$ cat src/hdl/wpet_pkg.sv
// Package for the wheel position error tracker.
// Holds field widths, codes, fixed-point scaling constants and the per-wheel command struct.
// No dependencies; every other file imports this one.
package wpet_pkg;

   // field widths
   localparam int COUNT_WIDTH    = 13;
   localparam int DIFF_WIDTH     = COUNT_WIDTH + 1;
   localparam int ANGLE_WIDTH    = 16;
   localparam int ERROR_WIDTH    = 32;
   localparam int TURNS_WIDTH    = 32;
   localparam int DEADBAND_WIDTH = 16;

   // encoder geometry
   localparam logic [DIFF_WIDTH-1:0] COUNTS_PER_REV = DIFF_WIDTH'(8192);
   localparam logic signed [DIFF_WIDTH-1:0] WRAP_LIMIT = DIFF_WIDTH'(6000);

   // deadband after reset
   localparam logic [DEADBAND_WIDTH-1:0] DEADBAND_RESET = DEADBAND_WIDTH'(100);

   // angle scaling: 819.1 counts per unit = 8191 / 10, 8191 = 2^13 - 1
   localparam int SCALE_SHIFT = 13;
   localparam int DIV10_SHIFT = 35;
   localparam logic [31:0] DIV10_MAGIC = 32'hCCCC_CCCD;

   // input codes
   localparam logic MODE_SAMPLE = 1'b0;
   localparam logic MODE_ANGLE  = 1'b1;
   localparam logic WHEEL_0     = 1'b0;
   localparam logic WHEEL_1     = 1'b1;

   typedef logic [COUNT_WIDTH-1:0]           count_type;
   typedef logic signed [ANGLE_WIDTH-1:0]    angle_type;
   typedef logic signed [ERROR_WIDTH-1:0]    error_type;
   typedef logic [TURNS_WIDTH-1:0]           turns_type;
   typedef logic [DEADBAND_WIDTH-1:0]        deadband_type;

   // per-wheel update request, already gated by the pipeline advance
   typedef struct packed {
      logic      angle_hit;
      logic      sample;
      count_type count_now;
      count_type count_prev;
      logic      run_enable;
   } wheel_cmd_type;

endpackage

$ cat src/hdl/wpet_if.sv
// Valid/ready channel interfaces for request and response beats.
// Depends on wpet_pkg for payload types.
interface wpet_req_if import wpet_pkg::*; ();
   logic      valid;
   logic      ready;
   logic      mode;
   logic      wheel;
   angle_type target_angle;
   count_type count_now_w0;
   count_type count_prev_w0;
   count_type count_now_w1;
   count_type count_prev_w1;
   logic      run_enable;

   modport source (
      output valid, mode, wheel, target_angle, count_now_w0, count_prev_w0,
             count_now_w1, count_prev_w1, run_enable,
      input  ready
   );
   modport sink (
      input  valid, mode, wheel, target_angle, count_now_w0, count_prev_w0,
             count_now_w1, count_prev_w1, run_enable,
      output ready
   );
endinterface

interface wpet_rsp_if import wpet_pkg::*; ();
   logic      valid;
   logic      ready;
   error_type error_w0;
   error_type error_w1;
   logic      moving_w0;
   logic      moving_w1;
   turns_type turns_w0;
   turns_type turns_w1;

   modport source (
      output valid, error_w0, error_w1, moving_w0, moving_w1, turns_w0, turns_w1,
      input  ready
   );
   modport sink (
      input  valid, error_w0, error_w1, moving_w0, moving_w1, turns_w0, turns_w1,
      output ready
   );
endinterface

$ cat src/hdl/wheel_position_error_tracker_core.sv
// Wheel position error tracker, top level: input register, two wheel trackers, deadband CSR.
// The wheel update is a single pass from the input register into the wheel state registers.
// Throughput: one beat per cycle while the output is not back-pressured.
// Output back-pressure stalls the input register; req ready drops only when both are full.
// Reset (synchronous, active high) clears errors, turns, flags, angles, valids; deadband = 100.
// Depends on wpet_pkg, wpet_if, wpet_wheel.
module wheel_position_error_tracker_core import wpet_pkg::*; (
   input  logic         clock,
   input  logic         reset,
   wpet_req_if.sink     req_if,
   wpet_rsp_if.source   rsp_if,
   input  logic         csr_write_enable,
   input  deadband_type csr_write_data
);

   logic         in_valid_ff, in_valid_in;
   logic         rsp_valid_ff, rsp_valid_in;
   deadband_type deadband_ff, deadband_in;

   logic      in_mode_ff;
   logic      in_wheel_ff;
   angle_type in_angle_ff;
   count_type in_now_w0_ff;
   count_type in_prev_w0_ff;
   count_type in_now_w1_ff;
   count_type in_prev_w1_ff;
   logic      in_run_ff;

   logic          req_fire;
   logic          advance;
   logic          is_angle;
   wheel_cmd_type cmd_w0;
   wheel_cmd_type cmd_w1;

   // handshake: input stage moves when the result slot is free or being drained
   assign advance       = in_valid_ff && (!rsp_valid_ff || rsp_if.ready);
   assign req_if.ready  = !in_valid_ff || advance;
   assign req_fire      = req_if.valid && req_if.ready;
   assign in_valid_in   = req_fire || (in_valid_ff && !advance);
   assign rsp_valid_in  = advance || (rsp_valid_ff && !rsp_if.ready);
   assign deadband_in   = csr_write_enable ? csr_write_data : deadband_ff;

   always_ff @(posedge clock) begin
      if (reset) begin
         in_valid_ff  <= 1'b0;
         rsp_valid_ff <= 1'b0;
         deadband_ff  <= DEADBAND_RESET;
      end else begin
         in_valid_ff  <= in_valid_in;
         rsp_valid_ff <= rsp_valid_in;
         deadband_ff  <= deadband_in;
      end
   end

   // input beat register
   always_ff @(posedge clock) begin
      if (req_fire) begin
         in_mode_ff    <= req_if.mode;
         in_wheel_ff   <= req_if.wheel;
         in_angle_ff   <= req_if.target_angle;
         in_now_w0_ff  <= req_if.count_now_w0;
         in_prev_w0_ff <= req_if.count_prev_w0;
         in_now_w1_ff  <= req_if.count_now_w1;
         in_prev_w1_ff <= req_if.count_prev_w1;
         in_run_ff     <= req_if.run_enable;
      end
   end

   // per-wheel commands
   assign is_angle = (in_mode_ff == MODE_ANGLE);

   always_comb begin
      cmd_w0.angle_hit  = advance && is_angle && (in_wheel_ff == WHEEL_0);
      cmd_w0.sample     = advance && (in_mode_ff == MODE_SAMPLE);
      cmd_w0.count_now  = in_now_w0_ff;
      cmd_w0.count_prev = in_prev_w0_ff;
      cmd_w0.run_enable = in_run_ff;
      cmd_w1.angle_hit  = advance && is_angle && (in_wheel_ff == WHEEL_1);
      cmd_w1.sample     = advance && (in_mode_ff == MODE_SAMPLE);
      cmd_w1.count_now  = in_now_w1_ff;
      cmd_w1.count_prev = in_prev_w1_ff;
      cmd_w1.run_enable = in_run_ff;
   end

   wpet_wheel u_wheel0 (
      .clock        (clock),
      .reset        (reset),
      .cmd          (cmd_w0),
      .target_angle (in_angle_ff),
      .deadband     (deadband_ff),
      .error_out    (rsp_if.error_w0),
      .moving_out   (rsp_if.moving_w0),
      .turns_out    (rsp_if.turns_w0)
   );

   wpet_wheel u_wheel1 (
      .clock        (clock),
      .reset        (reset),
      .cmd          (cmd_w1),
      .target_angle (in_angle_ff),
      .deadband     (deadband_ff),
      .error_out    (rsp_if.error_w1),
      .moving_out   (rsp_if.moving_w1),
      .turns_out    (rsp_if.turns_w1)
   );

   assign rsp_if.valid = rsp_valid_ff;

   // angle beat for wheel 0 leaves wheel 1 alone
   a_angle_isolates_w1 : assert property (@(posedge clock) disable iff (reset)
      cmd_w0.angle_hit |=> $stable(rsp_if.error_w1) && $stable(rsp_if.moving_w1))
      else $error("angle beat for wheel 0 disturbed wheel 1");

   // angle beats never touch turn counts or moving flags
   a_angle_keeps_turns : assert property (@(posedge clock) disable iff (reset)
      (advance && is_angle) |=> $stable(rsp_if.turns_w0) && $stable(rsp_if.turns_w1)
                                && $stable(rsp_if.moving_w0) && $stable(rsp_if.moving_w1))
      else $error("angle beat changed turns or moving flags");

   // a sample with run disabled leaves both wheels cleared
   a_run_off_clears : assert property (@(posedge clock) disable iff (reset)
      (advance && !is_angle && !in_run_ff) |=>
         (rsp_if.error_w0 == '0) && (rsp_if.error_w1 == '0)
         && !rsp_if.moving_w0 && !rsp_if.moving_w1)
      else $error("run disable did not clear tracking state");

endmodule

$ cat src/hdl/wpet_scale.sv
// Angle step to position error: trunc((target - stored) * 8191 / 10) toward zero.
// Depends on wpet_pkg. Shift-subtract for *8191, reciprocal multiply for /10.
module wpet_scale import wpet_pkg::*; (
   input  angle_type target_angle,
   input  angle_type stored_angle,
   output error_type scaled_error
);

   localparam int STEP_WIDTH = ANGLE_WIDTH + 1;
   localparam int PROD_WIDTH = STEP_WIDTH + SCALE_SHIFT;
   localparam int FULL_WIDTH = PROD_WIDTH + 32;
   localparam int QUO_WIDTH  = FULL_WIDTH - DIV10_SHIFT;

   logic signed [STEP_WIDTH-1:0] step;
   logic [STEP_WIDTH-1:0]        step_mag;
   logic [PROD_WIDTH-1:0]        prod;
   logic [FULL_WIDTH-1:0]        full;
   logic [ERROR_WIDTH-1:0]       quo;

   // signed step and its magnitude
   assign step     = {target_angle[ANGLE_WIDTH-1], target_angle}
                   - {stored_angle[ANGLE_WIDTH-1], stored_angle};
   assign step_mag = step[STEP_WIDTH-1] ? (~step + STEP_WIDTH'(1)) : step;

   // |step| * (2^13 - 1)
   assign prod = {step_mag, {SCALE_SHIFT{1'b0}}} - PROD_WIDTH'(step_mag);

   // floor(prod / 10), exact for prod below 2^32
   assign full = FULL_WIDTH'(prod) * FULL_WIDTH'(DIV10_MAGIC);
   assign quo  = ERROR_WIDTH'(full[FULL_WIDTH-1:DIV10_SHIFT]);

   // restore the sign (truncation toward zero)
   assign scaled_error = step[STEP_WIDTH-1] ? error_type'(~quo + ERROR_WIDTH'(1))
                                            : error_type'(quo);

   // quotient fits well inside the error word
   if (QUO_WIDTH > ERROR_WIDTH) begin : g_width_check
      $error("wpet_scale: quotient wider than error word");
   end

endmodule

$ cat src/hdl/wpet_wheel.sv
// Tracking state and update logic for one wheel: error, turn count, moving flag, angle.
// Depends on wpet_pkg and wpet_scale. State registers double as the result payload.
module wpet_wheel import wpet_pkg::*; (
   input  logic          clock,
   input  logic          reset,
   input  wheel_cmd_type cmd,
   input  angle_type     target_angle,
   input  deadband_type  deadband,
   output error_type     error_out,
   output logic          moving_out,
   output turns_type     turns_out
);

   localparam int CMP_WIDTH = ERROR_WIDTH + 1;

   error_type error_ff, error_in;
   turns_type turns_ff, turns_in;
   logic      moving_ff, moving_in;
   angle_type angle_ff, angle_in;

   logic signed [DIFF_WIDTH-1:0] diff;
   logic signed [DIFF_WIDTH-1:0] delta;
   logic                         wrap_fwd;
   logic                         wrap_back;
   error_type                    error_sum;
   error_type                    scaled_error;
   logic signed [CMP_WIDTH-1:0]  sum_ext;
   logic signed [CMP_WIDTH-1:0]  db_pos;
   logic signed [CMP_WIDTH-1:0]  db_neg;
   logic                         flag_set;
   logic                         in_band;

   wpet_scale u_scale (
      .target_angle (target_angle),
      .stored_angle (angle_ff),
      .scaled_error (scaled_error)
   );

   // count delta, unwrapped across the rollover
   assign diff      = {1'b0, cmd.count_now} - {1'b0, cmd.count_prev};
   assign wrap_fwd  = diff < -WRAP_LIMIT;
   assign wrap_back = diff > WRAP_LIMIT;

   always_comb begin
      delta = diff;
      if (wrap_fwd) begin
         delta = diff + COUNTS_PER_REV;
      end else if (wrap_back) begin
         delta = diff - COUNTS_PER_REV;
      end
   end

   assign error_sum = error_ff + {{(ERROR_WIDTH-DIFF_WIDTH){delta[DIFF_WIDTH-1]}}, delta};

   // deadband compare on the updated error
   assign sum_ext  = {error_sum[ERROR_WIDTH-1], error_sum};
   assign db_pos   = {{(CMP_WIDTH-DEADBAND_WIDTH){1'b0}}, deadband};
   assign db_neg   = -db_pos;
   assign flag_set = moving_ff || (sum_ext <= db_neg) || (sum_ext >= db_pos);
   assign in_band  = (sum_ext >= db_neg) && (sum_ext <= db_pos);

   // next state
   always_comb begin
      error_in  = error_ff;
      turns_in  = turns_ff;
      moving_in = moving_ff;
      angle_in  = angle_ff;
      if (cmd.angle_hit) begin
         if (target_angle != angle_ff) begin
            error_in = scaled_error;
            angle_in = target_angle;
         end
      end else if (cmd.sample) begin
         if (wrap_fwd) begin
            turns_in = turns_ff + TURNS_WIDTH'(1);
         end else if (wrap_back) begin
            turns_in = turns_ff - TURNS_WIDTH'(1);
         end
         if (cmd.run_enable) begin
            error_in  = error_sum;
            moving_in = flag_set && !in_band;
            if (flag_set && in_band) begin
               angle_in = '0;
            end
         end else begin
            error_in  = '0;
            moving_in = 1'b0;
            angle_in  = '0;
         end
      end
   end

   always_ff @(posedge clock) begin
      if (reset) begin
         error_ff  <= '0;
         turns_ff  <= '0;
         moving_ff <= 1'b0;
         angle_ff  <= '0;
      end else begin
         error_ff  <= error_in;
         turns_ff  <= turns_in;
         moving_ff <= moving_in;
         angle_ff  <= angle_in;
      end
   end

   assign error_out  = error_ff;
   assign moving_out = moving_ff;
   assign turns_out  = turns_ff;

endmodule
$ cat src/flat_wrapper.sv
// flat-port wrapper written by rule: the top's interface ports become plain ports
module wheel_position_error_tracker_core_flat import wpet_pkg::*;
  (clock, reset, csr_write_enable, csr_write_data, req_if_valid, req_if_mode, req_if_wheel, req_if_target_angle, req_if_count_now_w0, req_if_count_prev_w0, req_if_count_now_w1, req_if_count_prev_w1, req_if_run_enable, req_if_ready, rsp_if_valid, rsp_if_error_w0, rsp_if_error_w1, rsp_if_moving_w0, rsp_if_moving_w1, rsp_if_turns_w0, rsp_if_turns_w1, rsp_if_ready);
  wpet_req_if req_if_i ();
  wpet_rsp_if rsp_if_i ();
  input  logic clock;
  input  logic reset;
  input  logic csr_write_enable;
  input  deadband_type csr_write_data;
  input wire logic [$bits(req_if_i.valid)-1:0] req_if_valid;
  input wire logic [$bits(req_if_i.mode)-1:0] req_if_mode;
  input wire logic [$bits(req_if_i.wheel)-1:0] req_if_wheel;
  input wire logic [$bits(req_if_i.target_angle)-1:0] req_if_target_angle;
  input wire logic [$bits(req_if_i.count_now_w0)-1:0] req_if_count_now_w0;
  input wire logic [$bits(req_if_i.count_prev_w0)-1:0] req_if_count_prev_w0;
  input wire logic [$bits(req_if_i.count_now_w1)-1:0] req_if_count_now_w1;
  input wire logic [$bits(req_if_i.count_prev_w1)-1:0] req_if_count_prev_w1;
  input wire logic [$bits(req_if_i.run_enable)-1:0] req_if_run_enable;
  output wire logic [$bits(req_if_i.ready)-1:0] req_if_ready;
  output wire logic [$bits(rsp_if_i.valid)-1:0] rsp_if_valid;
  output wire logic [$bits(rsp_if_i.error_w0)-1:0] rsp_if_error_w0;
  output wire logic [$bits(rsp_if_i.error_w1)-1:0] rsp_if_error_w1;
  output wire logic [$bits(rsp_if_i.moving_w0)-1:0] rsp_if_moving_w0;
  output wire logic [$bits(rsp_if_i.moving_w1)-1:0] rsp_if_moving_w1;
  output wire logic [$bits(rsp_if_i.turns_w0)-1:0] rsp_if_turns_w0;
  output wire logic [$bits(rsp_if_i.turns_w1)-1:0] rsp_if_turns_w1;
  input wire logic [$bits(rsp_if_i.ready)-1:0] rsp_if_ready;
  assign req_if_i.valid = req_if_valid;
  assign req_if_i.mode = req_if_mode;
  assign req_if_i.wheel = req_if_wheel;
  assign req_if_i.target_angle = req_if_target_angle;
  assign req_if_i.count_now_w0 = req_if_count_now_w0;
  assign req_if_i.count_prev_w0 = req_if_count_prev_w0;
  assign req_if_i.count_now_w1 = req_if_count_now_w1;
  assign req_if_i.count_prev_w1 = req_if_count_prev_w1;
  assign req_if_i.run_enable = req_if_run_enable;
  assign req_if_ready = req_if_i.ready;
  assign rsp_if_valid = rsp_if_i.valid;
  assign rsp_if_error_w0 = rsp_if_i.error_w0;
  assign rsp_if_error_w1 = rsp_if_i.error_w1;
  assign rsp_if_moving_w0 = rsp_if_i.moving_w0;
  assign rsp_if_moving_w1 = rsp_if_i.moving_w1;
  assign rsp_if_turns_w0 = rsp_if_i.turns_w0;
  assign rsp_if_turns_w1 = rsp_if_i.turns_w1;
  assign rsp_if_i.ready = rsp_if_ready;
  wheel_position_error_tracker_core u_core (.clock(clock), .reset(reset), .req_if(req_if_i), .rsp_if(rsp_if_i), .csr_write_enable(csr_write_enable), .csr_write_data(csr_write_data));
endmodule
$ cat config.mk
export PLATFORM = sky130hd
export DESIGN_NAME = wheel_position_error_tracker_core_flat
export DESIGN_NICKNAME = d
export VERILOG_FILES = /design/src/hdl/wpet_pkg.sv /design/src/hdl/wpet_if.sv /design/src/hdl/wheel_position_error_tracker_core.sv /design/src/hdl/wpet_scale.sv /design/src/hdl/wpet_wheel.sv /design/src/flat_wrapper.sv
export SDC_FILE = /design/constraint.sdc
export NUM_CORES = 2
export LEC_CHECK = 0
export ABC_AREA = 1
export BUFFER_PORTS_ARGS = -buffer_cell sky130_fd_sc_hd__buf_4
export CAP_MARGIN = 20
export CORE_MARGIN = 3
export CORE_UTILIZATION = 55
export CTS_CLUSTER_DIAMETER = 80
export DETAILED_ROUTE_END_ITERATION = 8
export GPL_TIMING_DRIVEN = 0
export MAX_ROUTING_LAYER = met4
export PLACE_DENSITY = 0.85
export SYNTH_ARGS = -nofsm -noshare
export SYNTH_HDL_FRONTEND = slang
export SYNTH_SLANG_ARGS = --single-unit
$ cat constraint.sdc
create_clock -name clock -period 9.8 [get_ports clock]
set_input_delay 1.96 -clock clock [delete_from_list [all_inputs] [get_ports clock]]
set_output_delay 1.96 -clock clock [all_outputs]
set_load 0.02 [all_outputs]
# Word level (Yosys, flattened, before mapping)
# Cells that the tools add are included.
# W data, S select, Z words.
[totals]
reg_bits = 251
latch_bits = 0
ram_bits = 0
rom_bits = 0
elab_cells = 140
memories = 0
[op_classes]
addsub = 21
mul = 2
div = 0
order_cmp = 12
n_eq_ne = 6
shifts = 0
muxes = 32
n_bitwise = 8
reduce_logical = 40
[ops]
columns = ["op", "count"]
rows = [
  ["$mux W32", 14],
  ["$mux W16", 10],
  ["$add A32 B1 Y32 const B", 4],
  ["$mul A30 B32 Y62 const B", 2],
  ["$ge A32 B33 Y1", 2],
  ["$le A32 B33 Y1", 2],
  ["$add A32 B32 Y32", 2],
  ["$ge A32 B17 Y1", 2],
  ["$le A32 B17 Y1", 2],
  ["$not A27 Y32", 2],
  ["$sub A32 B1 Y32 const B", 2],
  ["$sub A30 B17 Y30", 2],
  ["$mux W14", 4],
  ["$add A17 B2 Y17 const B", 2],
  ["$mux W17", 2],
  ["$not A17 Y17", 2],
  ["$sub A16 B16 Y17", 2],
  ["$neg A16 Y33", 1],
  ["$ne A16 B16 Y1", 2],
  ["$add A14 B14 Y14 const B", 2],
  ["$gt A14 B14 Y1 const B", 2],
  ["$lt A14 B14 Y1 const B", 2],
  ["$sub A13 B13 Y14", 2],
  ["$sub A14 B14 Y14 const B", 2],
  ["10 further kinds", 50],
]

# Logic depth before layout (Yosys ltp)
[depth]
ltp_word = 13
depth_mapped = 72
mapped_depth_nobuf = 72

# Modules after synthesis
# A second synthesis with hierarchy kept.
[hier_totals]
hier_cells = 7129
area_unflattened_um2 = 52484.1
[by_module_without_submodules]
columns = ["module", "instances", "cells_each", "area_per_inst_um2"]
rows = [
  ["wpet_scale at u_core.u_wheel0.u_scale", 1, 2103, 15760.1],
  ["wpet_scale at u_core.u_wheel1.u_scale", 1, 2054, 15602.5],
  ["wpet_wheel at u_core.u_wheel1", 1, 1404, 9287.7],
  ["wpet_wheel at u_core.u_wheel0", 1, 1411, 9048.7],
  ["wheel_position_error_tracker_core", 1, 157, 2785.2],
]

# Least setup slack after synthesis
# No wires, ideal clock.
[synth_timing]
path_type = "reg-to-reg"
start = "register u_core.in_angle_ff[0]"
end = "register u_core.u_wheel1.error_ff[26], in the netlist u_core.u_wheel1.error_out[26]"
setup_time_ns = 0.070
arrival_time_ns = 10.395
required_ns = 9.730
path_slack_ns = -0.665
path_stages_with_launch = 61
path_buffers = 0
cell_sequence = "edfxtp_1 inv_1 ha_1 fa_1 inv_1 nand2_1 nand2_2 nand2_1 nor2_2 nand3_1 nor2_2 nand3_2 nor2_2 nand3_1 nand2_1 xor2_1 inv_1 ha_1 [25 not listed] nand2_1 nand2_1 nand2_1 ha_1 inv_1 nor2_1 nand3_1 nor2_4 nand2_2 nor2_4 nand3_2 nor2_4 nand2_2 nand2_1 inv_2 nand2_1 nand3_1 a21oi_1"
[synth_between]
elab_chain_len = 11
[synth_lines]
columns = ["element", "line_no", "rtl"]
rows = [
  ["start: declaration", "wheel_position_error_tracker_core.sv:22", "angle_type in_angle_ff;"],
  ["start signal: assignment", "wheel_position_error_tracker_core.sv:60", "in_angle_ff <= req_if.target_angle;"],
  ["$sub A16 B16 Y17", "wpet_scale.sv:22", "- {stored_angle[ANGLE_WIDTH-1], stored_angle};"],
  ["$not A17 Y17", "wpet_scale.sv:23", "assign step_mag = step[STEP_WIDTH-1] ? (~step + STEP_WIDTH'(1)) : step;"],
  ["$add A17 B2 Y17", "wpet_scale.sv:23", ""],
  ["$mux W17", "wpet_scale.sv:23", ""],
  ["$sub A30 B17 Y30", "wpet_scale.sv:26", "assign prod = {step_mag, {SCALE_SHIFT{1'b0}}} - PROD_WIDTH'(step_mag);"],
  ["$mul A30 B32 Y62", "wpet_scale.sv:29", "assign full = FULL_WIDTH'(prod) * FULL_WIDTH'(DIV10_MAGIC);"],
  ["$not A27 Y32", "wpet_scale.sv:33", "assign scaled_error = step[STEP_WIDTH-1] ? error_type'(~quo + ERROR_WIDTH'(1))"],
  ["$add A32 B1 Y32", "wpet_scale.sv:33", ""],
  ["$mux W32", "wpet_scale.sv:33", ""],
  ["$mux W32", "wpet_wheel.sv:69", "if (target_angle != angle_ff) begin"],
  ["$mux W32", "wpet_wheel.sv:68", "if (cmd.angle_hit) begin"],
  ["end signal: assignment", "wpet_wheel.sv:100", "error_ff <= error_in;"],
  ["end: declaration", "wpet_wheel.sv:16", "error_type error_ff, error_in;"],
]
# Parallel ways exist; a longest one is shown, timed or not. The select of a mux whose other input is x is not followed.
# A chain may end at the register's enable or synchronous reset.

# Worst setup path in the final report
[layout_timing]
start = "register u_core.in_angle_ff[1]"
end = "register u_core.u_wheel0.error_ff[22], in the netlist u_core.u_wheel0.error_out[22]"
[layout_between]
elab_chain_len = 11
[layout_lines]
columns = ["element", "line_no"]
rows = [
  ["$sub A16 B16 Y17", "wpet_scale.sv:22"],
  ["$not A17 Y17", "wpet_scale.sv:23"],
  ["$add A17 B2 Y17", "wpet_scale.sv:23"],
  ["$mux W17", "wpet_scale.sv:23"],
  ["$sub A30 B17 Y30", "wpet_scale.sv:26"],
  ["$mul A30 B32 Y62", "wpet_scale.sv:29"],
  ["$not A27 Y32", "wpet_scale.sv:33"],
  ["$add A32 B1 Y32", "wpet_scale.sv:33"],
  ["$mux W32", "wpet_scale.sv:33"],
  ["$mux W32", "wpet_wheel.sv:69"],
  ["$mux W32", "wpet_wheel.sv:68"],
  ["end signal: assignment", "wpet_wheel.sv:100"],
  ["end: declaration", "wpet_wheel.sv:16"],
]
# Parallel ways exist; a longest one is shown, timed or not. The select of a mux whose other input is x is not followed.

==> results.yml <==
die:
  die_w_um: 309
  fp.dieArea_mm2: 0.0955
  initial_utilization_pct: 55.8
  io_pins: 224
  die_h_um: 309
  core_region_area_mm2: 0.0906
  rows: 110
timing:
  setup_viol: 63
  tightest_slew_ns: 1.08
  setup_ws_ns: -1.52
  skew_ns: 0.0284
  max_freq_ghz: 0.0883
  maxSlewViolCount: 0
  fin_crit_sh_pct: 116
  finalHoldViolations: 0
  relSlewSlack_pct: 28.0
  fin_crit_ns: 11.32
  rsz0062_at_grt: "yes"
synthesis:
  synth_top_family_by_area: "adder cells"
  synth_top_area_share_pct: 21.5
  synth_fa_ha_area_share_pct: 40.2
  synth-xor-area-share_pct: 4.02
  yosys-mux-area-fraction_pct: 0.0198
  synth.cell_area_mm2: 0.0505
  synth_cell_types: 75
  synth_seq_cells: 251
  syn_area_per_cell_um2: 7.44
  synthTopCellsByArea: "ha_1 22%, fa_1 19%, inv_1 10%"
  synth-seq-area-share_pct: 11.4
  yosys.area.top_type: "ha_1"
  synthTopCellsByCount: "1355 x inv_1, 1197 x nand2_1, 870 x ha_1, 598 x a21oi_1, 470 x fa_1"
  syn_inst: 6796
  synth_edf_count: 71
  synth.most_common_cell: "inv_1"
  async_flop_share_pct: 0
  synth_flop_cell: "dfxtp_1"
  synth-simple-area-share_pct: 20.4
  synth_compound_area_share_pct: 12.9
  synth.net_count: 8228
  yosys_warnings: 0
route:
  ant_nets: 0
  wire_per_inst_um: 21.8
  via_count: 51900
  first_pass_iters: 8
  drt_iter0_drc: 5389
  remaining_drc_errors: 0
  met1_length_um: 65300
  wl_met3_um: 18000
  dr_wl_met2_um: 86000
  viasPerCell: 6.03
  wirelength_um: 188000
  top_layer_used: "met4"
finish:
  fin_util_pct: 69.5
  final_nets: 8833
  drive_gt1_share_pct: 23.3
  area_growth_pct: 24.6
run_status:
  violations: "negative setup slack"
  outcome: "finished with violations"
worst_setup_path:
  cp-end-kind: "flip-flop"
  cp_slowest_cell: "fa_2"
  crit_type: "reg -> reg"
  cp.required_ns: 10.33
  crit_fanout: 4
  max_stage_delay_ns: 0.66
  start_kind: "flip-flop"
  cp.arrival_ns: 11.85
  cpMostUsedCell: "nor2_4"
global_route:
  globalRouteTotalUtil_pct: 36.7
  grt_max_degree: 47
  grt_overflow: 0
  antenna_found_initial: 2
  grt_pass1_wl_um: 269000
  grt_pass1_vias: 51100
placement:
  dp_slack_ns: -2.44
  globalplace.congestion: 1.08
  io_buffers: 222
  post-dp-hpwl_um: 137000
min_path:
  hold_path.class: "reg -> reg"
clock_tree:
  ctsLongestPathBuffers: 3
  tritoncts: "built"
  clock_latency_ns: 0.62
  clkTransAtPathRegs_ns: 0.06
  cts_root_buffer: "clkbuf_16"
  htree_levels: 1
  cts.sinks: 251
  cts_buffers: 31
job:
  max_cap_viol_count: 0
## critical path: cells and delay by family, from the launching register on
kind / cells / cell delay (ns)
AND/OR/NAND/NOR: 25 / 3.15
XOR/XNOR: 1 / 0.56
buffers and inverters: 10 / 0.97
adder cells (fa/ha/maj): 12 / 5.38
AO/OA/AOI/OAI: 3 / 0.64
flip-flops: 1 / 0.52
## cell families (layout without fill, tap and decap cells)
family	Yosys count	after routing
and+or+nand+nor	2315	2315
buffers and inverters	1474	2104
adders and majority gates	1340	1340
AOI/OAI and AO/OA	1191	1191
DFF	251	251
xor gates and xnor gates	224	224
muxes	1	1
other	0	7
## sequential cells by signal, summed over array words and instances, names as in the netlist, 13 cells and up
register / count
u_core.u_wheel0.error_out: 32
u_core.u_wheel0.turns_out: 32
u_core.u_wheel1.error_out: 32
u_core.u_wheel1.turns_out: 32
u_core.deadband_ff: 16
u_core.in_angle_ff: 16
u_core.u_wheel0.angle_ff: 16
u_core.u_wheel1.angle_ff: 16
u_core.in_now_w0_ff: 13
u_core.in_now_w1_ff: 13
u_core.in_prev_w0_ff: 13
u_core.in_prev_w1_ff: 13
## final timing paths
kind,slack (ns),cells past startpoint,end,start
max,-1.52,51,u_core.u_wheel0.error_out[22],u_core.in_angle_ff[1]
min,0.48,2,u_core.u_wheel1.angle_ff[6],u_core.u_wheel1.angle_ff[6]
max reg2reg,-1.52,51,u_core.u_wheel0.error_out[22],u_core.in_angle_ff[1]
min reg2reg,0.48,2,u_core.u_wheel1.angle_ff[6],u_core.u_wheel1.angle_ff[6]
## repair_timing
action,CTS,global route
cloned,1,0
endpoints found under the setup margin,64,64
hold endpoints to repair,0,0
buffers inserted,202,149
resized for setup,688,504
pin swaps,306,289
hold buffers,0,0
## layout make-up
cell class | instances | area (um2)
Antenna cell | 7 | 17.5
Buffer | 90 | 505
Clock buffer | 47 | 910
Clock inverter | 11 | 135
Fill cell | 6709 | 27600
Inverter | 1384 | 5250
Multi-Input combinational cell | 5071 | 44200
Sequential cell | 251 | 5740
Tap cell | 1176 | 1470
Timing Repair Buffer | 572 | 4680
## metrics by stage
stage | std cells | hold WS [ns] | cell area (um2) | setup TNS, ns
global placement | 8194 | 0.464 | 53900 | -102.00
finish | 8609 | 0.484 | 62900 | -71.02
global route | 8603 | 0.505 | 62900 | -89.39
floorplan | 6796 | 0.452 | 50800 | -0.672
detailed placement | 8197 | 0.470 | 54000 | -110.78
CTS | 8455 | 0.484 | 59700 | -29.65
## per-layer routing
layer | track usage (%) | up-vias
met5 | - | -
met4 | 24.6 | 0
met3 | 6.05 | 1241
met2 | 60.2 | 3232
met1 | 41.2 | 24200
li1 | - | 23200
## cell usage in the layout, fill, tap and decap left out, types with 53 or more instances in the layout
cell type / synthesis / final
a21oi_1: 598 / 495
a21oi_2: 7 / 89
buf_4: 10 / 534
clkbuf_1: 59 / 69
dfxtp_1: 180 / 180
edfxtp_1: 71 / 71
fa_1: 470 / 417
fa_2: 0 / 53
ha_1: 870 / 761
ha_4: 0 / 97
inv_1: 1355 / 1240
inv_2: 25 / 122
nand2_1: 1197 / 1020
nand2_2: 63 / 169
nand2_4: 15 / 84
nand3_1: 288 / 211
nand3_2: 28 / 88
nand4_1: 65 / 65
nor2_1: 445 / 333
nor2_2: 21 / 65
nor2_4: 11 / 79
nor3_1: 73 / 62
o21ai_0: 372 / 304
xnor2_1: 68 / 58
xor2_1: 150 / 107
Power is left out: the tool's default activity adds up to more than one toggle a clock period on the data nets, which glitch-free logic cannot reach.
